## src/hdl/psq_pkg.sv

```systemverilog
// ---------------------------------------------------------------------------
// psq_pkg
// Shared types, codes and sizes for the priority quantum scheduler.
// ---------------------------------------------------------------------------
package psq_pkg;

  // table and arithmetic sizes
  localparam int SLOT_COUNT  = 16;
  localparam int SLOT_W      = $clog2(SLOT_COUNT);
  localparam int SLOT_PORT_W = 4;
  localparam int FRAC_BITS   = 16;
  localparam int PRIO_W      = FRAC_BITS + 1;
  localparam int OP_W        = 3;
  localparam int QT_W        = 8;
  localparam int STATUS_W    = 2;
  localparam int DIV_W       = QT_W + FRAC_BITS;
  localparam int DIV_CNT_W   = $clog2(DIV_W);

  localparam logic [QT_W-1:0] QUANTUM_RESET = QT_W'(50);

  // event codes
  localparam logic [OP_W-1:0] OP_TICK   = OP_W'(0);
  localparam logic [OP_W-1:0] OP_CREATE = OP_W'(1);
  localparam logic [OP_W-1:0] OP_BLOCK  = OP_W'(2);
  localparam logic [OP_W-1:0] OP_WAKE   = OP_W'(3);
  localparam logic [OP_W-1:0] OP_KILL   = OP_W'(4);

  // status codes
  localparam logic [STATUS_W-1:0] STATUS_OK       = STATUS_W'(0);
  localparam logic [STATUS_W-1:0] STATUS_NO_FREE  = STATUS_W'(1);
  localparam logic [STATUS_W-1:0] STATUS_BAD_SLOT = STATUS_W'(2);

  // slot states
  typedef enum logic [1:0] {
    ST_FREE  = 2'd0,
    ST_READY = 2'd1,
    ST_RUN   = 2'd2,
    ST_BLOCK = 2'd3
  } slot_state_t;

  // controller states
  typedef enum logic [3:0] {
    S_IDLE,
    S_FREE_SCAN,
    S_APPLY,
    S_CHECK,
    S_DIVIDE,
    S_UPDATE,
    S_READY_SCAN,
    S_DISPATCH,
    S_RESULT
  } psq_state_t;

  // controller to datapath
  typedef struct packed {
    logic latch;
    logic free_scan;
    logic apply;
    logic div_load;
    logic div_step;
    logic update;
    logic ready_scan;
    logic dispatch;
    logic load_out;
  } psq_cmd_t;

  // datapath to controller
  typedef struct packed {
    logic is_create;
    logic scan_last;
    logic run_ok;
    logic expired;
    logic div_last;
    logic out_busy;
  } psq_stat_t;

endpackage

```

## src/hdl/psq_ctrl.sv

```systemverilog
// ---------------------------------------------------------------------------
// psq_ctrl
// Sequencer for one event: free scan, event update, expiry division,
// ready scan, dispatch and result hand-off.
// ---------------------------------------------------------------------------
module psq_ctrl (
  input  logic                clk,
  input  logic                rst,
  input  logic                in_valid,
  output logic                in_ready,
  input  psq_pkg::psq_stat_t  stat,
  output psq_pkg::psq_cmd_t   cmd
);

  psq_pkg::psq_state_t state, state_next;

  // state register
  always_ff @(posedge clk) begin
    if (rst) begin
      state <= psq_pkg::S_IDLE;
    end else begin
      state <= state_next;
    end
  end

  // next state and commands
  always_comb begin
    state_next = state;
    cmd        = '0;
    in_ready   = 1'b0;
    unique case (state)
      psq_pkg::S_IDLE: begin
        in_ready = 1'b1;
        if (in_valid) begin
          cmd.latch = 1'b1;
          // a create first looks for the lowest free slot
          if (stat.is_create) begin
            state_next = psq_pkg::S_FREE_SCAN;
          end else begin
            state_next = psq_pkg::S_APPLY;
          end
        end
      end
      psq_pkg::S_FREE_SCAN: begin
        cmd.free_scan = 1'b1;
        if (stat.scan_last) begin
          state_next = psq_pkg::S_APPLY;
        end
      end
      psq_pkg::S_APPLY: begin
        cmd.apply  = 1'b1;
        state_next = psq_pkg::S_CHECK;
      end
      psq_pkg::S_CHECK: begin
        if (!stat.run_ok) begin
          state_next = psq_pkg::S_READY_SCAN;
        end else if (stat.expired) begin
          cmd.div_load = 1'b1;
          state_next   = psq_pkg::S_DIVIDE;
        end else begin
          state_next = psq_pkg::S_RESULT;
        end
      end
      psq_pkg::S_DIVIDE: begin
        cmd.div_step = 1'b1;
        if (stat.div_last) begin
          state_next = psq_pkg::S_UPDATE;
        end
      end
      psq_pkg::S_UPDATE: begin
        cmd.update = 1'b1;
        state_next = psq_pkg::S_READY_SCAN;
      end
      psq_pkg::S_READY_SCAN: begin
        cmd.ready_scan = 1'b1;
        if (stat.scan_last) begin
          state_next = psq_pkg::S_DISPATCH;
        end
      end
      psq_pkg::S_DISPATCH: begin
        cmd.dispatch = 1'b1;
        state_next   = psq_pkg::S_RESULT;
      end
      psq_pkg::S_RESULT: begin
        if (!stat.out_busy) begin
          cmd.load_out = 1'b1;
          state_next   = psq_pkg::S_IDLE;
        end
      end
      default: begin
        state_next = psq_pkg::S_IDLE;
      end
    endcase
  end

endmodule

```

## src/hdl/psq_dp.sv

```systemverilog
// ---------------------------------------------------------------------------
// psq_dp
// Slot table, quantum counter, serial priority divider, scan unit and
// result register of the scheduler.
// ---------------------------------------------------------------------------
module psq_dp (
  input  logic                                clk,
  input  logic                                rst,
  input  psq_pkg::psq_cmd_t                   cmd,
  output psq_pkg::psq_stat_t                  stat,
  input  logic [psq_pkg::OP_W-1:0]            operation,
  input  logic [psq_pkg::SLOT_PORT_W-1:0]     slot_index,
  input  logic                                cfg_valid,
  input  logic [psq_pkg::QT_W-1:0]            cfg_data,
  output logic                                out_valid,
  input  logic                                out_ready,
  output logic                                running_valid,
  output logic [psq_pkg::SLOT_PORT_W-1:0]     running_slot,
  output logic                                switched,
  output logic [psq_pkg::SLOT_PORT_W-1:0]     preempted_slot,
  output logic [psq_pkg::QT_W-1:0]            used_ticks,
  output logic [psq_pkg::SLOT_PORT_W-1:0]     created_slot,
  output logic [psq_pkg::STATUS_W-1:0]        status
);

  localparam int SW = psq_pkg::SLOT_W;
  localparam int PW = psq_pkg::PRIO_W;
  localparam int QW = psq_pkg::QT_W;
  localparam int DW = psq_pkg::DIV_W;
  localparam int CW = psq_pkg::DIV_CNT_W;

  // slot table
  psq_pkg::slot_state_t  st   [psq_pkg::SLOT_COUNT];
  logic [PW-1:0]         prio [psq_pkg::SLOT_COUNT];

  // scheduler state
  logic [SW-1:0]  cur;
  logic           cv;
  logic [QW-1:0]  qleft;
  logic [QW-1:0]  qt;

  // latched event
  logic [psq_pkg::OP_W-1:0]        op_r;
  logic [psq_pkg::SLOT_PORT_W-1:0] tgt_r;

  // scan unit
  logic [SW-1:0]  idx;
  logic           free_found;
  logic [SW-1:0]  free_best;
  logic           rdy_found;
  logic [SW-1:0]  rdy_best;
  logic [PW-1:0]  rdy_prio;

  // per-event result
  logic [psq_pkg::STATUS_W-1:0] status_r;
  logic [SW-1:0]                created_r;
  logic                         sw_r;
  logic [SW-1:0]                pre_r;
  logic [QW-1:0]                used_r;

  // divider
  logic [DW-1:0]  num;
  logic [QW-1:0]  rem;
  logic [PW-1:0]  quo;
  logic [CW-1:0]  cnt;

  // combinational helpers
  logic [SW-1:0]         rd_addr;
  psq_pkg::slot_state_t  rd_state;
  logic [PW-1:0]         rd_prio;
  logic [QW-1:0]         effq;
  logic [QW-1:0]         used_now;
  logic                  tgt_ok;
  logic                  tgt_op;
  logic [QW:0]           r2;
  logic                  ge;
  logic [PW:0]           psum;

  // single table read port
  always_comb begin
    tgt_op = (op_r == psq_pkg::OP_WAKE) || (op_r == psq_pkg::OP_KILL);
    priority if (cmd.free_scan || cmd.ready_scan) begin
      rd_addr = idx;
    end else if (cmd.apply && tgt_op) begin
      rd_addr = SW'(tgt_r);
    end else begin
      rd_addr = cur;
    end
    rd_state = st[rd_addr];
    rd_prio  = prio[rd_addr];
  end

  // quantum arithmetic, zero quantum acts as one
  assign effq     = (qt == '0) ? QW'(1) : qt;
  assign used_now = (qleft > effq) ? '0 : QW'(effq - qleft);
  assign tgt_ok   = (32'(tgt_r) < 32'(psq_pkg::SLOT_COUNT));

  // restoring division step
  assign r2   = {rem, num[DW-1]};
  assign ge   = (r2 >= {1'b0, effq});
  assign psum = {1'b0, rd_prio} + {1'b0, quo};

  // status to controller
  always_comb begin
    stat.is_create = cmd.latch ? (operation == psq_pkg::OP_CREATE)
                               : (op_r == psq_pkg::OP_CREATE);
    stat.scan_last = (idx == SW'(psq_pkg::SLOT_COUNT - 1));
    stat.run_ok    = cv && (rd_state == psq_pkg::ST_RUN);
    stat.expired   = (qleft == '0);
    stat.div_last  = (cnt == CW'(DW - 1));
    stat.out_busy  = out_valid && !out_ready;
  end

  always_ff @(posedge clk) begin
    if (rst) begin
      cv        <= 1'b0;
      cur       <= '0;
      qleft     <= psq_pkg::QUANTUM_RESET;
      qt        <= psq_pkg::QUANTUM_RESET;
      out_valid <= 1'b0;
      for (int i = 0; i < psq_pkg::SLOT_COUNT; i++) begin
        st[i]   <= psq_pkg::ST_FREE;
        prio[i] <= '0;
      end
    end else begin
      // configuration word
      if (cfg_valid) begin
        qt <= cfg_data;
      end

      // result word loaded or taken
      if (cmd.load_out) begin
        out_valid <= 1'b1;
      end else if (out_valid && out_ready) begin
        out_valid <= 1'b0;
      end

      // latch event
      if (cmd.latch) begin
        op_r       <= operation;
        tgt_r      <= slot_index;
        idx        <= '0;
        free_found <= 1'b0;
        free_best  <= '0;
        rdy_found  <= 1'b0;
        rdy_best   <= '0;
        rdy_prio   <= '0;
        status_r   <= psq_pkg::STATUS_OK;
        created_r  <= '0;
        sw_r       <= 1'b0;
        pre_r      <= '0;
        used_r     <= '0;
      end

      // lowest free slot
      if (cmd.free_scan) begin
        if (!free_found && rd_state == psq_pkg::ST_FREE) begin
          free_found <= 1'b1;
          free_best  <= idx;
        end
        idx <= stat.scan_last ? '0 : SW'(idx + 1'b1);
      end

      // event update
      if (cmd.apply) begin
        unique case (op_r)
          psq_pkg::OP_TICK: begin
            if (cv && qleft != '0) begin
              qleft <= QW'(qleft - 1'b1);
            end
          end
          psq_pkg::OP_CREATE: begin
            if (free_found) begin
              st[free_best]   <= psq_pkg::ST_READY;
              prio[free_best] <= '0;
              created_r       <= free_best;
            end else begin
              status_r <= psq_pkg::STATUS_NO_FREE;
            end
          end
          psq_pkg::OP_BLOCK: begin
            if (cv && rd_state == psq_pkg::ST_RUN) begin
              st[cur] <= psq_pkg::ST_BLOCK;
            end else begin
              status_r <= psq_pkg::STATUS_BAD_SLOT;
            end
          end
          psq_pkg::OP_WAKE: begin
            if (tgt_ok && rd_state == psq_pkg::ST_BLOCK) begin
              st[rd_addr] <= psq_pkg::ST_READY;
            end else begin
              status_r <= psq_pkg::STATUS_BAD_SLOT;
            end
          end
          psq_pkg::OP_KILL: begin
            if (tgt_ok && rd_state != psq_pkg::ST_FREE) begin
              st[rd_addr] <= psq_pkg::ST_FREE;
              // only the killed current slot loses the processor
              if (cv && cur == rd_addr) begin
                cv <= 1'b0;
              end
            end else begin
              status_r <= psq_pkg::STATUS_BAD_SLOT;
            end
          end
          default: begin
          end
        endcase
      end

      // divider start: used ticks in Q.FRAC_BITS
      if (cmd.div_load) begin
        num <= {used_now, psq_pkg::FRAC_BITS'(0)};
        rem <= '0;
        quo <= '0;
        cnt <= '0;
      end

      // one quotient bit a cycle
      if (cmd.div_step) begin
        num <= {num[DW-2:0], 1'b0};
        rem <= ge ? QW'(r2 - {1'b0, effq}) : QW'(r2);
        quo <= {quo[PW-2:0], ge};
        cnt <= CW'(cnt + 1'b1);
      end

      // expired slot: average priority and back to ready
      if (cmd.update) begin
        prio[cur] <= psum[PW:1];
        st[cur]   <= psq_pkg::ST_READY;
      end

      // lowest priority ready slot, first index on ties
      if (cmd.ready_scan) begin
        if (rd_state == psq_pkg::ST_READY && (!rdy_found || rd_prio < rdy_prio)) begin
          rdy_found <= 1'b1;
          rdy_best  <= idx;
          rdy_prio  <= rd_prio;
        end
        idx <= stat.scan_last ? '0 : SW'(idx + 1'b1);
      end

      // dispatch
      if (cmd.dispatch) begin
        if (rdy_found) begin
          st[rdy_best] <= psq_pkg::ST_RUN;
          if (cv && cur != rdy_best) begin
            sw_r   <= 1'b1;
            pre_r  <= cur;
            used_r <= used_now;
          end
          cur   <= rdy_best;
          cv    <= 1'b1;
          qleft <= effq;
        end else begin
          cv <= 1'b0;
        end
      end

      // result word
      if (cmd.load_out) begin
        running_valid  <= cv;
        running_slot   <= cv ? psq_pkg::SLOT_PORT_W'(cur) : '0;
        switched       <= sw_r;
        preempted_slot <= psq_pkg::SLOT_PORT_W'(pre_r);
        used_ticks     <= used_r;
        created_slot   <= psq_pkg::SLOT_PORT_W'(created_r);
        status         <= status_r;
      end
    end
  end

endmodule

```

## src/hdl/priority_quantum_scheduler.sv

```systemverilog
// Each event is latched, applied and checked before its result word is loaded; a create first
// runs a free scan, a reschedule adds a ready scan and dispatch, and an expiring quantum adds
// a serial divide and priority update ahead of the ready scan.
// One event at a time: the next is taken only once the result word has been loaded;
// a held result word stalls hand-off.
// Synchronous reset: all slots free, priorities zero, nothing running, quantum 50.
// ---------------------------------------------------------------------------
// priority_quantum_scheduler
// Process-slot scheduler with quantum counting and averaged priorities.
// ---------------------------------------------------------------------------
module priority_quantum_scheduler (
  input  logic                                clk,
  input  logic                                rst,
  input  logic                                in_valid,
  output logic                                in_ready,
  input  logic [psq_pkg::OP_W-1:0]            operation,
  input  logic [psq_pkg::SLOT_PORT_W-1:0]     slot_index,
  output logic                                out_valid,
  input  logic                                out_ready,
  output logic                                running_valid,
  output logic [psq_pkg::SLOT_PORT_W-1:0]     running_slot,
  output logic                                switched,
  output logic [psq_pkg::SLOT_PORT_W-1:0]     preempted_slot,
  output logic [psq_pkg::QT_W-1:0]            used_ticks,
  output logic [psq_pkg::SLOT_PORT_W-1:0]     created_slot,
  output logic [psq_pkg::STATUS_W-1:0]        status,
  input  logic                                cfg_valid,
  output logic                                cfg_ready,
  input  logic [psq_pkg::QT_W-1:0]            cfg_data
);

  psq_pkg::psq_cmd_t  cmd;
  psq_pkg::psq_stat_t stat;

  // configuration word always taken
  assign cfg_ready = 1'b1;

  // controller
  psq_ctrl u_ctrl (
    .clk      (clk),
    .rst      (rst),
    .in_valid (in_valid),
    .in_ready (in_ready),
    .stat     (stat),
    .cmd      (cmd)
  );

  // datapath
  psq_dp u_dp (
    .clk            (clk),
    .rst            (rst),
    .cmd            (cmd),
    .stat           (stat),
    .operation      (operation),
    .slot_index     (slot_index),
    .cfg_valid      (cfg_valid),
    .cfg_data       (cfg_data),
    .out_valid      (out_valid),
    .out_ready      (out_ready),
    .running_valid  (running_valid),
    .running_slot   (running_slot),
    .switched       (switched),
    .preempted_slot (preempted_slot),
    .used_ticks     (used_ticks),
    .created_slot   (created_slot),
    .status         (status)
  );

endmodule

```

## config.mk

```make
export PLATFORM = sky130hd
export DESIGN_NAME = priority_quantum_scheduler
export DESIGN_NICKNAME = d
export VERILOG_FILES = /design/src/hdl/psq_pkg.sv /design/src/hdl/psq_ctrl.sv /design/src/hdl/psq_dp.sv /design/src/hdl/priority_quantum_scheduler.sv
export SDC_FILE = /design/constraint.sdc
export NUM_CORES = 1
export LEC_CHECK = 0
export ABC_CLOCK_PERIOD_IN_PS = 7500
export BUFFER_PORTS_ARGS = -buffer_cell sky130_fd_sc_hd__buf_2
export CORE_MARGIN = 2
export CORE_UTILIZATION = 45
export DETAILED_ROUTE_END_ITERATION = 8
export RECOVER_POWER = 100
export SYNTH_ARGS = -nofsm -noshare
export SYNTH_HDL_FRONTEND = slang
export SYNTH_SLANG_ARGS = --single-unit
```

## constraint.sdc

```tcl
create_clock -name clk -period 7.5 [get_ports clk]
set_input_delay 1.5 -clock clk [delete_from_list [all_inputs] [get_ports clk]]
set_output_delay 1.5 -clock clk [all_outputs]
set_load 0.02 [all_outputs]
```

After elaboration in Yosys (flattened, before gate mapping):

Memories as Yosys holds them, arrays and structs flattened.
Cells that the tools add are included.

* memory bits (writable): 304
* input port bits: 20
* word-level logic and storage cells: 252
* output and inout port bits: 27
* bits in registers: 145
* memories kept: 2

Memory list
* u_dp.prio: depth 16, bits a word 17, read ports 1, clocked after Yosys merged registers in 0, wr ports 16, line psq_dp.sv:34 `logic [PW-1:0] prio [psq_pkg::SLOT_COUNT];`
* u_dp.st: depth 16, bits a word 2, read ports 1, clocked after Yosys merged registers in 0, wr ports 16, line psq_dp.sv:33 `psq_pkg::slot_state_t st [psq_pkg::SLOT_COUNT];`

* bitwise logic cells: 3
* order comparisons: 3
* multiplexer cells: 140
* eq/ne operators: 25
* add/subtract/negate cells: 6
* reductions and logical operators: 42

Operators with widths (count)
* $mux W4: 33
* $mux W17: 7
* $mux W8: 14
* $mux W1: 67
* $mux W24: 2
* $pmux W4 S9: 1
* $reduce_or A17 Y1: 2
* $mux W2: 13
* $add A17 B17 Y18: 1
* $lt A17 B17 Y1: 1
* $eq A4 B3 Y1 const B: 4
* $logic_not A8 Y1: 2
* $sub A8 B8 Y8: 2
* $reduce_bool A2 Y1: 7
* $mux W5: 2
* $reduce_and A2 Y1: 5
* $ge A9 B8 Y1: 1
* $logic_and A1 B1 Y1: 9
* $eq A4 B2 Y1 const B: 2
* $eq A4 B4 Y1 const B: 2
* $gt A8 B8 Y1: 1
* $pmux W2 S4: 1
* $reduce_bool A8 Y1: 1
* $reduce_or A2 Y1: 4
* other kinds (24): 35

Logic depth before layout (Yosys ltp):

Gate-level depths: netlist of run 1.
An unclocked memory read counts as a cell.

* word-level depth: 18
* gate-level depth with buffers: 28
* mapped depth without buffers: 21

Hierarchy:

From an unflattened synthesis of run 1, not the netlist that was laid out.

* cell total of the unflattened synthesis: 2405
* area total of the unflattened synthesis: 23601.4 um^2

Modules (own cells, without submodules)
* psq_dp: sequential area each 12822.3 um^2, instances 1, cells an instance 2355, area an instance 23241.0 um^2
* psq_ctrl: sequential area each 80.1 um^2, instances 1, cells an instance 48, area an instance 349.1 um^2
* priority_quantum_scheduler: sequential area each 0.0 um^2, instances 1, cells an instance 2, area an instance 11.3 um^2

Worst setup path before layout of run 1:

Ideal clock, no wire load.

* path type: register -> register
* start: reg u_dp.op_r[1] in the netlist's numbering
* end: mem u_dp.prio[0][13] in the netlist's numbering, data pin
* path buffers: 6
* stages on the path, launching flop included: 27
* setup slack: 1.159 ns
* library setup time: 0.266 ns
* period minus slack after synthesis: 6.341 ns
* arrival time: 6.075 ns
* cells stage by stage: edfxtp_1 -> clkbuf_1 -> or3b_1 -> a211oi_2 -> a211o_1 -> buf_2 -> clkbuf_1 -> clkbuf_1 -> clkbuf_1 -> nand2_1 -> a311oi_1 -> o21ai_0 -> o21ai_0 -> ha_1 -> a21o_1 -> a21oi_1 -> o21bai_1 -> a21oi_1 -> o21ai_0 -> a21oi_1 -> o21bai_1 -> a2111o_1 -> a31o_2 -> a21oi_1 -> xor2_1 -> clkbuf_1 -> nor2_1

RTL lines
* start, declared: line psq_dp.sv:43 `logic [psq_pkg::OP_W-1:0] op_r;`
* start signal, assigned: line psq_dp.sv:140 `op_r <= operation;`
* end, declared: line psq_dp.sv:34

==> summary.md, run 1 <==
| Metric | Value |
|---|---|
| Die Y | `227 µm` |
| Post-synthesis cell area | `between 0.02 and 0.025 mm²` |
| Top-area cell type share of the netlist area | `56.6%` |
| Tcrit/Tclk final | `approximately 90%` |
| Layout cell share with drive strength beyond 1 | `7.42%` |
| CTS tree | `yes` |
| HP Class | `reg2reg` |
| Syn Inst Count | `between 2,000 and 2,500` |
| Post-Synth XOR/XNOR Area | `1.60%` |
| Simple-Gate Fraction of Synth Area | `about a fifth` |
| Vias per inst | `5.75` |
| Worst reg2reg path startpoint | `u_ctrl.state[3]` |
| Crit path cell chain | `or4b_1 -> a21oi_1 -> o211a_2 -> a311oi_1 -> o21ai_0 -> o21ai_0 -> fa_1 -> a21o_1 -> a21oi_1 -> o21bai_1 -> a21oi_1 -> o21ai_0 -> a21oi_1 -> o21bai_1 -> a2111o_1 -> a311oi_1 -> o21ba_2 -> xor2_1 -> buf_4 -> nor2_1` |
| RePlAce Congestion | `0.893` |
| Final Cell Area | `0.0248 mm²` |
| Largest family of logic cells by synthesized area | `simple AND/OR/NAND/NOR gates` |
| Seq pwr share | `32.7%` |
| Net Switching | `between 3 and 4 mW` |
| Crit path required time | `7.85 ns` |
| Setup tns final | `0 ns` |
| Final nets | `about 2,200` |
| Multiplexer share of the synthesized area | `under 10%` |
| Area post-placement | `~0.023 mm²` |
| Synth Area per Inst | `10.4 µm²` |
| CP startpoint | `u_ctrl.state[3]` |
| Setup bufs post-CTS | `0` |
| Leading cell types by count after synthesis | `edfxtp_1 (423), nand2_1 (390), nor2_1 (348)` |
| Worst Setup Start Kind | `register` |
| Worst Slack Setup Final | `0.588 ns` |
| Initial antenna violation count | `0` |
| Later-pin clock latency in the skew report | `0.62 ns` |
| Cell mode on critical path | `a21oi_1` |
| Via count | `16,500` |
| Synth Warn # | `0` |
| Status | `finished with violations` |
| Post-synthesis cell type count | `between 80 and 90` |
| Worst setup path class | `reg2reg` |
| Setup violations, final | `0` |
| Leading area contributor after synthesis | `edfxtp_1` |
| Initial DRC count | `1,459` |
| RSZ-0062 raised after global routing | `no` |
| Critical path capture point | `u_dp.prio[7][15]` |
| Pint | `5.44 mW` |
| Mapped Nets | `2,240` |
| Max Fanout on Critical Path | `42` |
| Drt drc | `0` |
| Clock Power Share | `25.5%` |
| Final hold vios | `0` |
| Compound-Gate Fraction of Synth Area | `11.1%` |
| Maximum clock frequency | `between 0.1 and 0.15 GHz` |
| Failing checks | `max-capacitance violations, max-slew violations` |
| Initial Util | `approximately 46%` |
| Cts hold-fix bufs | `0` |
| Max stage delay cell, worst path | `o211a_2` |
| Cell row count | `81` |
| Top delay family on crit path | `compound AO/OA/AOI/OAI gates` |
| Total GRT Usage | `a little under a quarter` |
| Adder-cell share of the synthesized area | `3.17%` |
| Clock-pin slew on the worst setup and hold paths | `0.06 ns` |
| Clock skew | `0.0471 ns` |
| Net Sw Frac | `41.4%` |
| Seq/Total Area, Yosys | `between 50% and 60%` |
| Max-slew violations | `153` |
| H-tree levels | `2` |
| Final ANT Viol Nets | `0` |
| Final core occ | `between 50% and 60%` |
| Antenna Cells | `0` |
| Clk buf depth | `3` |
| Clock Tree Root | `clkbuf_16` |
| Die Wd | `227 µm` |
| Largest stage delay on the critical path | `0.95 ns` |
| CTS Buf Count | `49` |
| Synth area leaders | `edfxtp_1 (57%), nand2_1 (6.5%), nor2_1 (5.8%), ha_1 (2.9%), and3_1 (2.4%)` |
| Core ar. | `between 0.04 and 0.05 mm²` |
| Initial DRT Pass Iterations | `6` |
| Maximum VDD drop | `0.298 mV` |
| R2R Setup Slk | `0.59 ns` |
| Leakage | `9.08 nW` |
| #FFs+latches synth | `449` |
| Finished Layout Cells | `2,873` |
| Drt wl/cell | `roughly 20 µm` |
| Worst Hold Slack | `0.446 ns` |
| Slew headroom | `-48.8%` |
| Maxcap violations | `4` |
| IO buf count | `between 40 and 50` |
| Detailed-route wire length | `about 59,000 µm` |
| Setup Slack @ Placement | `between 0.6 and 0.7 ns` |
| Levels on crit path | `20` |
| Largest net degree at the start of global routing | `76` |
| Worst Tran Pin Value | `2.23 ns` |
| Cells after DPL | `2,782` |
| DP Wirelength | `38,700 µm` |
| Tmin final | `6.91 ns` |
| Worst reg2reg path depth | `20` |
| Synth-to-layout area growth | `10.7%` |
| CP bufs+invs | `1` |
| Die Area | `0.0517 mm²` |
| Asr flop ratio synth | `0%` |
| Pwr Density | `roughly 370 mW/mm²` |
| Post-synth EDFFs | `423` |
| Number of global-route vias before repair | `around 16,000` |
| Reg2reg end | `u_dp.prio[7][15]` |
| Post-CTS Resized | `0` |
| Combinational share of power | `41.8%` |
| GR Overflow Total | `0` |
| Ports | `47` |
| First-pass GRT wire length | `90,800 µm` |
| Count leader, synth | `edfxtp_1` |
| Sinks on Clock Net | `~450` |
| Total Power | `9.29 mW` |
| Worst Setup End Kind | `register` |
| Crit path DAT | `~7.3 ns` |
| Main synth FF type | `edfxtp_1` |
-- worst min-delay path by stage --
stage,cells after the start,from,to,slack (ns)
after detailed placement,0,u_dp.used_r[5],u_dp.used_ticks[5],0.43
after floorplan,0,u_dp.created_r[0],u_dp.created_slot[0],0.43
after global routing,0,u_dp.used_r[2],u_dp.used_ticks[2],0.46
final,0,u_dp.pre_r[0],u_dp.preempted_slot[0],0.45
after global placement,0,u_dp.used_r[6],u_dp.used_ticks[6],0.43
after CTS,0,u_dp.used_r[5],u_dp.used_ticks[5],0.45
-- cell type report --
cell class / count / area, µm²
well taps: 664 / 831
inverters: 64 / 241
multi-input cells: 1514 / 8430
fillers: 4541 / 24200
flip-flops and latches: 449 / 13200
repair buffers: 91 / 548
clock inverters: 26 / 274
clock buffers: 65 / 1290
-- flip-flops by register name (all words and copies together) (netlist names), 5 cells and up --
name	cells
u_dp.prio	272
u_dp.st	32
u_dp.quo	17
u_dp.rdy_prio	17
u_dp.num	8
u_dp.qleft	8
u_dp.qt	8
u_dp.rem	8
u_dp.used_r	8
u_dp.used_ticks	8
u_dp.cnt	5
-- power by group through the flow --
stage                     Combinational, mW  Clock, mW  Sequential [mW]
after detailed placement               3.94          0             3.09
after global routing                   4.25       2.50             3.06
after floorplan                        2.57          0             3.03
final                                  3.89       2.37             3.04
after CTS                              3.95       2.41             3.03
after global placement                 3.89          0             3.08
-- kinds of logic after synthesis --
logic type      after synthesis
xor+xnor                     41
mux                          49
fa+ha+maj                    55
compound gates              375
flops                       449
other cells                   1
buf+inv                     202
simple gates                993
-- metal layers --
layer | global-route usage [%] | wire length, µm
met5 | 0 | 0
met1 | 31.3 | 25700
met4 | 9.83 | 2240
met3 | 2.87 | 3650
met2 | 37.2 | 27300
-- placed cells by master (no fill, tap or decap), types with 5 or more instances in the layout --
cell / count
nand4_1: 11
nand2_1: 390
clkinv_2: 12
o22ai_1: 6
mux2_2: 14
a31oi_1: 22
o21ai_0: 96
o211ai_1: 9
a211oi_1: 11
o21bai_1: 5
and2_1: 5
nor2_1: 349
dfxtp_1: 26
a22oi_1: 5
a21o_1: 26
buf_4: 27
nand2b_1: 14
nor3_1: 38
nand3_1: 42
ha_1: 52
and3_1: 87
nor2b_1: 10
a21oi_1: 88
xor2_1: 18
clkbuf_16: 49
nor4_1: 6
buf_2: 15
a2111oi_0: 9
mux2i_1: 31
o31ai_1: 5
a311oi_1: 53
clkinv_1: 6
inv_1: 63
xnor2_1: 23
clkbuf_1: 56
edfxtp_1: 423
nor2_2: 8
buf_12: 5
Power figures use the tool's default switching activity.
==> run 2, diff against run 1 <==
Settings changed: CORE_UTILIZATION 45 to 30, GPL_TIMING_DRIVEN from default to 1.
==> summary.md, run 2 (same netlist as run 1, synthesis figures left out) <==
| Metric | Value |
|---|---|
| Initial DRC count | `1,693 (+16%)` |
| Maximum VDD drop | `0.349 mV (+17%)` |
| Clock-pin slew on the worst setup and hold paths | `0.06 ns (about the same)` |
| Crit path required time | `7.85 ns (about the same)` |
| Worst setup path class | `reg2reg` |
| Register bank with the most flops | `u_dp.prio` |
| Most frequent cells in the layout | `edfxtp_1 (423), nand2_1 (390), nor2_1 (348), o21ai_0 (97)` |
| Worst Setup End Kind | `register` |
| Area post-placement | `0.0238 mm² (+1.6%)` |
| Core ar. | `0.0742 mm² (+51%)` |
| Max Fanout on Critical Path | `49 (+17%)` |
| Later-pin clock latency in the skew report | `0.61 ns (about the same)` |
| Biggest regs | `u_dp.prio (272), u_dp.st (32)` |
| Maximum clock frequency | `0.145 GHz (about the same)` |
| Leakage | `9.04 nW (-0.36%)` |
| Initial DRT Pass Iterations | `6 (unchanged)` |
| Clock Tree Root | `clkbuf_16` |
| Slew headroom | `-57.0% (-8.2 points)` |
| CTS Buf Count | `49 (unchanged)` |
| Max-slew violations | `99 (-35%)` |
| Max reg flops | `272 (unchanged)` |
| Post-CTS Resized | `0 (unchanged)` |
| RePlAce Congestion | `0.906 (+1.5%)` |
| CP startpoint | `u_ctrl.state[3]` |
| Sinks on Clock Net | `449 (unchanged)` |
| Drt drc | `0 (unchanged)` |
| Initial antenna violation count | `0 (unchanged)` |
| Setup bufs post-CTS | `0 (unchanged)` |
| Worst reg2reg path startpoint | `u_ctrl.state[3]` |
| Die Y | `277 µm (+22%)` |
| H-tree levels | `2 (unchanged)` |
| Initial Util | `30.2% (-15 points)` |
| Final nets | `2,247 (+0.13%)` |
| Clock skew | `0.0200 ns (-0.0271 ns)` |
| Via count | `16,800 (+1.4%)` |
| Number of global-route vias before repair | `16,500 (+3.8%)` |
| Failing checks | `max-capacitance violations, max-slew violations` |
| R2R Setup Slk | `0.59 ns (about the same)` |
| DP Wirelength | `40,900 µm (+5.5%)` |
| Antenna Cells | `0 (unchanged)` |
| Die Area | `0.0770 mm² (+49%)` |
| Worst Tran Pin Value | `2.35 ns (+0.122 ns)` |
| Final hold vios | `0 (unchanged)` |
| Final ANT Viol Nets | `0 (unchanged)` |
| Setup violations, final | `0 (unchanged)` |
| Cts hold-fix bufs | `0 (unchanged)` |
| Fillcell total | `7,454 (+64%)` |
| Drt wl/cell | `19.3 µm (-5.8%)` |
| Cell row count | `100 (+23%)` |
| Pwr Density | `369 mW/mm² (-1.4%)` |
| Status | `finished with violations` |
| CTS tree | `yes` |
| Setup tns final | `0 ns (unchanged)` |
| Largest net degree at the start of global routing | `75 (-1.3%)` |
| Vias per inst | `5.28 (-8.2%)` |
| Reg2reg end | `u_dp.prio[14][15]` |
| Die Wd | `277 µm (+22%)` |
| Detailed-route wire length | `61,400 µm (+4.1%)` |
| Leading cell type in the layout, fill and taps excluded | `edfxtp_1` |
| RSZ-0062 raised after global routing | `no` |
| Critical path capture point | `u_dp.prio[14][15]` |
| HP Class | `reg2reg` |
| Tmin final | `6.91 ns (+0.000263 ns)` |
| Tcrit/Tclk final | `92.2% (about the same)` |
| GR Overflow Total | `0 (unchanged)` |
| Layout cell share with drive strength beyond 1 | `7.57% (+0.14 points)` |
| Crit path DAT | `7.26 ns (about the same)` |
| Total GRT Usage | `15.7% (-7.3 points)` |
| Ports | `47 (unchanged)` |
| First-pass GRT wire length | `95,200 µm (+4.8%)` |
| Maxcap violations | `3 (-1)` |
| Clk buf depth | `3 (unchanged)` |
| Worst reg2reg path depth | `22 (+10%)` |
| Synth-to-layout area growth | `12.1%` |
| Worst Setup Start Kind | `register` |
| Final Cell Area | `0.0251 mm² (+1.2%)` |
| IO buf count | `45 (unchanged)` |
-- run 2: routing by layer --
layer	vias up	routed length (µm)	global-route usage, %
met4	0	1760	5.34
met2	614	29000	25.9
li1	7770	-	-
met1	8283	26400	20.9
met3	94	4300	2.53
met5	-	0	0
-- run 2: final cells by class --
| type | instances | area [µm²] | share of cell area (%) |
|---|---|---|---|
| Inverter | 64 | 241 | 0.961 |
| Multi-Input combinational cell | 1514 | 8430 | 33.5 |
| Sequential cell | 449 | 13200 | 52.6 |
| Timing Repair Buffer | 94 | 529 | 2.11 |
| Tap cell | 969 | 1210 | 4.82 |
| Clock inverter | 22 | 138 | 0.548 |
| Clock buffer | 64 | 1360 | 5.41 |
-- run 2: per-stage QoR --
stage | util (%) | total power, mW | hold slack, ns | setup WS, ns | instances
final | 33.9 | 9.28 | 0.453 | 0.587 | 3176
after CTS | 34.0 | 9.37 | 0.452 | 0.641 | 3176
after global routing | 33.9 | 9.78 | 0.472 | 0.0824 | 3176
after floorplan | - | 5.61 | 0.426 | 1.16 | 2165
after global placement | 32.0 | 7.01 | 0.440 | 0.807 | 3090
after detailed placement | 32.0 | 7.07 | 0.439 | 0.652 | 3090
-- run 2: critical path, stage by stage, from the launching register on --
cell and delay [ns]:
dfxtp_1 0.47, or4b_1 0.72, a211oi_2 0.58, a211o_4 0.58
nand2_1 0.09, and3_1 0.18, a311oi_1 0.26, a21oi_1 0.09
o21ai_0 0.67, ha_1 0.41, a21o_1 0.18, a21oi_1 0.21
o21bai_1 0.09, a21oi_1 0.21, o21ai_0 0.11, a21oi_1 0.23
o21bai_1 0.11, a2111o_1 0.47, a311oi_1 0.27, o21ba_2 0.17
xor2_1 0.15, buf_4 0.24, nor2_1 0.08
-- run 2: how the worst min path moves through the flow --
stage,startpoint,to,slack (ns),depth (start not counted)
after floorplan,u_dp.created_r[0],u_dp.created_slot[0],0.43,0
after global placement,u_dp.used_r[5],u_dp.used_ticks[5],0.44,0
after detailed placement,u_dp.sw_r,u_dp.switched,0.44,0
after CTS,u_dp.pre_r[3],u_dp.preempted_slot[3],0.45,0
after global routing,u_dp.pre_r[3],u_dp.preempted_slot[3],0.47,0
final,u_dp.sw_r,u_dp.switched,0.45,0
-- run 2: power breakdown --
part / internal [mW] / total [mW] / switching, mW
clock: 1.28 / 2.29 / 1.02
combinational: 1.14 / 3.94 / 2.80
sequential: 2.93 / 3.04 / 0.109
total: 5.35 / 9.28 / 3.92
==> run 3, diff against run 2 <==
Settings changed: ABC_AREA from default to 1.
==> summary.md, run 3 <==
| Metric | Value |
|---|---|
| GR Overflow Total | `0 (unchanged)` |
| Maximum clock frequency | `0.160 GHz (+11%)` |
| Post-CTS Resized | `0 (unchanged)` |
| Biggest regs | `u_dp.prio (272), u_dp.st (32)` |
| DP Wirelength | `39,600 µm (-3.1%)` |
| HP Class | `reg2reg` |
| Worst Setup Start Kind | `primary input` |
| Setup violations, final | `0 (unchanged)` |
| Mapped Nets | `2,474 (+10%)` |
| Leakage | `9.25 nW (+2.3%)` |
| R2R Setup Slk | `1.37 ns (+0.78 ns)` |
| Most frequent cells in the layout | `nand2_1 (524), nor2_1 (427), edfxtp_1 (423), nand3_1 (353), inv_1 (161)` |
| Later-pin clock latency in the skew report | `0.58 ns (-0.03 ns)` |
| Clock-pin slew on the worst setup and hold paths | `0.07 ns (about the same)` |
| Main synth FF type | `edfxtp_1` |
| Top-area cell type share of the netlist area | `56.8% (+0.18 points)` |
| Maxcap violations | `4 (+1)` |
| CTS tree | `yes` |
| Largest net degree at the start of global routing | `72 (-4.0%)` |
| Worst setup path class | `in2reg` |
| Failing checks | `max-capacitance violations, max-slew violations` |
| Crit path DAT | `6.31 ns (-0.95 ns)` |
| Maximum VDD drop | `0.174 mV (-50%)` |
| RePlAce Congestion | `0.888 (-2.0%)` |
| Post-synthesis cell type count | `51 (-38%)` |
| RSZ-0062 raised after global routing | `no` |
| Synth Area per Inst | `9.32 µm² (-10%)` |
| Syn Inst Count | `2,399 (+11%)` |
| Sinks on Clock Net | `449 (unchanged)` |
| Total GRT Usage | `15.6% (-0.11 points)` |
| Setup tns final | `0 ns (unchanged)` |
| Tmin final | `6.23 ns (-0.680 ns)` |
| Asr flop ratio synth | `0% (unchanged)` |
| Post-synthesis cell area | `0.0224 mm² (-0.32%)` |
| Die Wd | `277 µm (-0.16%)` |
| Max-slew violations | `75 (-24%)` |
| Cell row count | `100 (unchanged)` |
| Core ar. | `0.0741 mm² (-0.17%)` |
| Initial Util | `30.2% (-0.045 points)` |
| Seq/Total Area, Yosys | `59.1% (+0.19 points)` |
| Synth Warn # | `0 (unchanged)` |
| Via count | `17,000 (+1.3%)` |
| Tcrit/Tclk final | `83.1% (-9.1 points)` |
| Post-synth EDFFs | `423 (unchanged)` |
| Final ANT Viol Nets | `0 (unchanged)` |
| Status | `finished with violations` |
| Worst Tran Pin Value | `1.99 ns (-0.366 ns)` |
| Clk buf depth | `3 (unchanged)` |
| Initial DRC count | `1,476 (-13%)` |
| Initial DRT Pass Iterations | `6 (unchanged)` |
| Number of global-route vias before repair | `16,000 (-3.0%)` |
| Vias per inst | `4.97 (-5.8%)` |
| Fillcell total | `7,620 (+2.2%)` |
| Die Area | `0.0767 mm² (-0.31%)` |
| Multi-input logic area | `0.00787 mm² (-6.7%)` |
| Drt drc | `0 (unchanged)` |
| Cts hold-fix bufs | `0 (unchanged)` |
| Leading cell types by count after synthesis | `nand2_1 (518), edfxtp_1 (423), nor2_1 (418)` |
| Synth area leaders | `edfxtp_1 (57%), nand2_1 (8.7%), nand3_1 (7.8%), nor2_1 (7.0%), ha_1 (2.9%)` |
| Worst reg2reg path depth | `25 (+14%)` |
| Initial antenna violation count | `0 (unchanged)` |
| Antenna Cells | `0 (unchanged)` |
| Final nets | `2,487 (+11%)` |
| Worst Hold Slack | `0.435 ns (-0.0172 ns)` |
| Max reg flops | `272 (unchanged)` |
| Ports | `47 (unchanged)` |
| Pwr Density | `339 mW/mm² (-8.2%)` |
| Drt wl/cell | `17.9 µm (-7.2%)` |
| FF+latch area | `0.0132 mm² (unchanged)` |
| Slew headroom | `-33.5% (+23 points)` |
| IO buf count | `45 (unchanged)` |
| Final hold vios | `0 (unchanged)` |
| Crit path required time | `7.58 ns (-0.27 ns)` |
| Leading cell type in the layout, fill and taps excluded | `nand2_1` |
| Synth-to-layout area growth | `11.2%` |
| Worst hold path depth | `0 (unchanged)` |
| Hold EP | `u_dp.used_ticks[3]` |
| Layout cell share with drive strength beyond 1 | `6.01% (-1.6 points)` |
| First-pass GRT wire length | `94,100 µm (-1.2%)` |
| Die Y | `277 µm (-0.16%)` |
| H-tree levels | `2 (unchanged)` |
| Register bank with the most flops | `u_dp.prio` |
| #FFs+latches synth | `449 (unchanged)` |
| Count leader, synth | `nand2_1` |
| Worst Setup End Kind | `register` |
| Leading area contributor after synthesis | `edfxtp_1` |
| Max Fanout on Critical Path | `18 (-63%)` |
| Clock skew | `0.0226 ns (+0.00261 ns)` |
| Clock Tree Root | `clkbuf_16` |
| Hold_sp | `u_dp.used_r[3]` |
| Reg2reg end | `u_dp.rdy_prio[6]` |
| CTS Buf Count | `44 (-10%)` |
| Detailed-route wire length | `61,200 µm (-0.28%)` |
| Worst reg2reg path startpoint | `u_ctrl.state[3]` |
| Setup bufs post-CTS | `0 (unchanged)` |
==> run 3: changes by cell type in the layout (fill, tap and decap cells not counted), moves of 21 or more <==
cell	previous run	this run
nor3_1	39	13
nand2_1	390	524
a311oi_1	53	0
nor2_1	348	427
a21o_1	26	1
and3_1	87	0
nand3_1	42	353
inv_1	63	161
a31oi_1	22	1
mux2i_1	31	1
==> run 3: cell families after synthesis <==
kind of cell / synth area share [%]
other: 0.0168
multiplexers: 0.0448
flip-flops: 59.1
AND/OR/NAND/NOR: 26.7
buffers and inverters: 5.29
XOR/XNOR: 0.509
AO/OA/AOI/OAI: 5.14
adder cells (fa/ha/maj): 3.18
==> run 3: metrics by stage <==
stage | area [µm²] | cells | setup slack (ns) | total power, mW | util, %
after floorplan | 22400 | 2399 | 2.76 | 5.22 | -
after global placement | 23700 | 3335 | 1.79 | 6.23 | 32.0
after detailed placement | 23700 | 3335 | 1.70 | 6.24 | 32.0
after CTS | 25100 | 3414 | 1.68 | 8.48 | 33.9
after global routing | 24900 | 3414 | 0.739 | 8.87 | 33.6
final | 24900 | 3414 | 1.27 | 8.42 | 33.6
==> run 3: critical path: stages <==
cell and delay [ns]:
clkbuf_1 0.68, clkinvlp_2 0.29, nand2_1 0.43, clkbuf_1 0.50
clkinv_1 0.41, a21oi_1 0.45, nor2_1 0.20, nand2_1 0.10
clkbuf_1 0.81, nand2_1 0.88
==> run 3: how the worst max path moves through the flow <==
| stage | end | startpoint | slack, ns |
|---|---|---|---|
| after detailed placement | u_dp.prio[10][11] | u_ctrl.state[3] | 1.70 |
| after CTS | u_dp.prio[10][11] | u_ctrl.state[3] | 1.68 |
| after floorplan | u_dp.prio[0][11] | u_ctrl.state[3] | 2.76 |
| final | u_dp.prio[7][9] | rst | 1.27 |
| after global placement | u_dp.prio[4][11] | u_ctrl.state[3] | 1.79 |
| after global routing | u_dp.prio[9][11] | u_ctrl.state[3] | 0.74 |
==> run 3: final cells by class <==
class / instances / area share [%]
sequential: 449 / 53.2
multi-input combinational: 1654 / 31.7
tap: 969 / 4.88
clock buffer: 56 / 4.86
inverter: 169 / 2.56
timing repair buffer: 94 / 1.89
clock inverter: 23 / 0.971
==> run 3: layer usage <==
metal  vias up  track usage (%)  routed length (µm)
met4         0             5.46                2010
li1       8123                -                   -
met2       592             26.0               28900
met5         -                0                   0
met3       103             1.43                3950
met1      8154             21.1               26300
==> run 3: report_power, final <==
| group | leakage, nW | switching (mW) | internal [mW] | total (mW) |
|---|---|---|---|---|
| Combinational | 4.09 | 2.28 | 0.931 | 3.21 |
| Clock | 0.685 | 0.991 | 1.25 | 2.24 |
| Sequential | 4.48 | 0.0691 | 2.90 | 2.97 |
| Total | 9.25 | 3.34 | 5.09 | 8.42 |
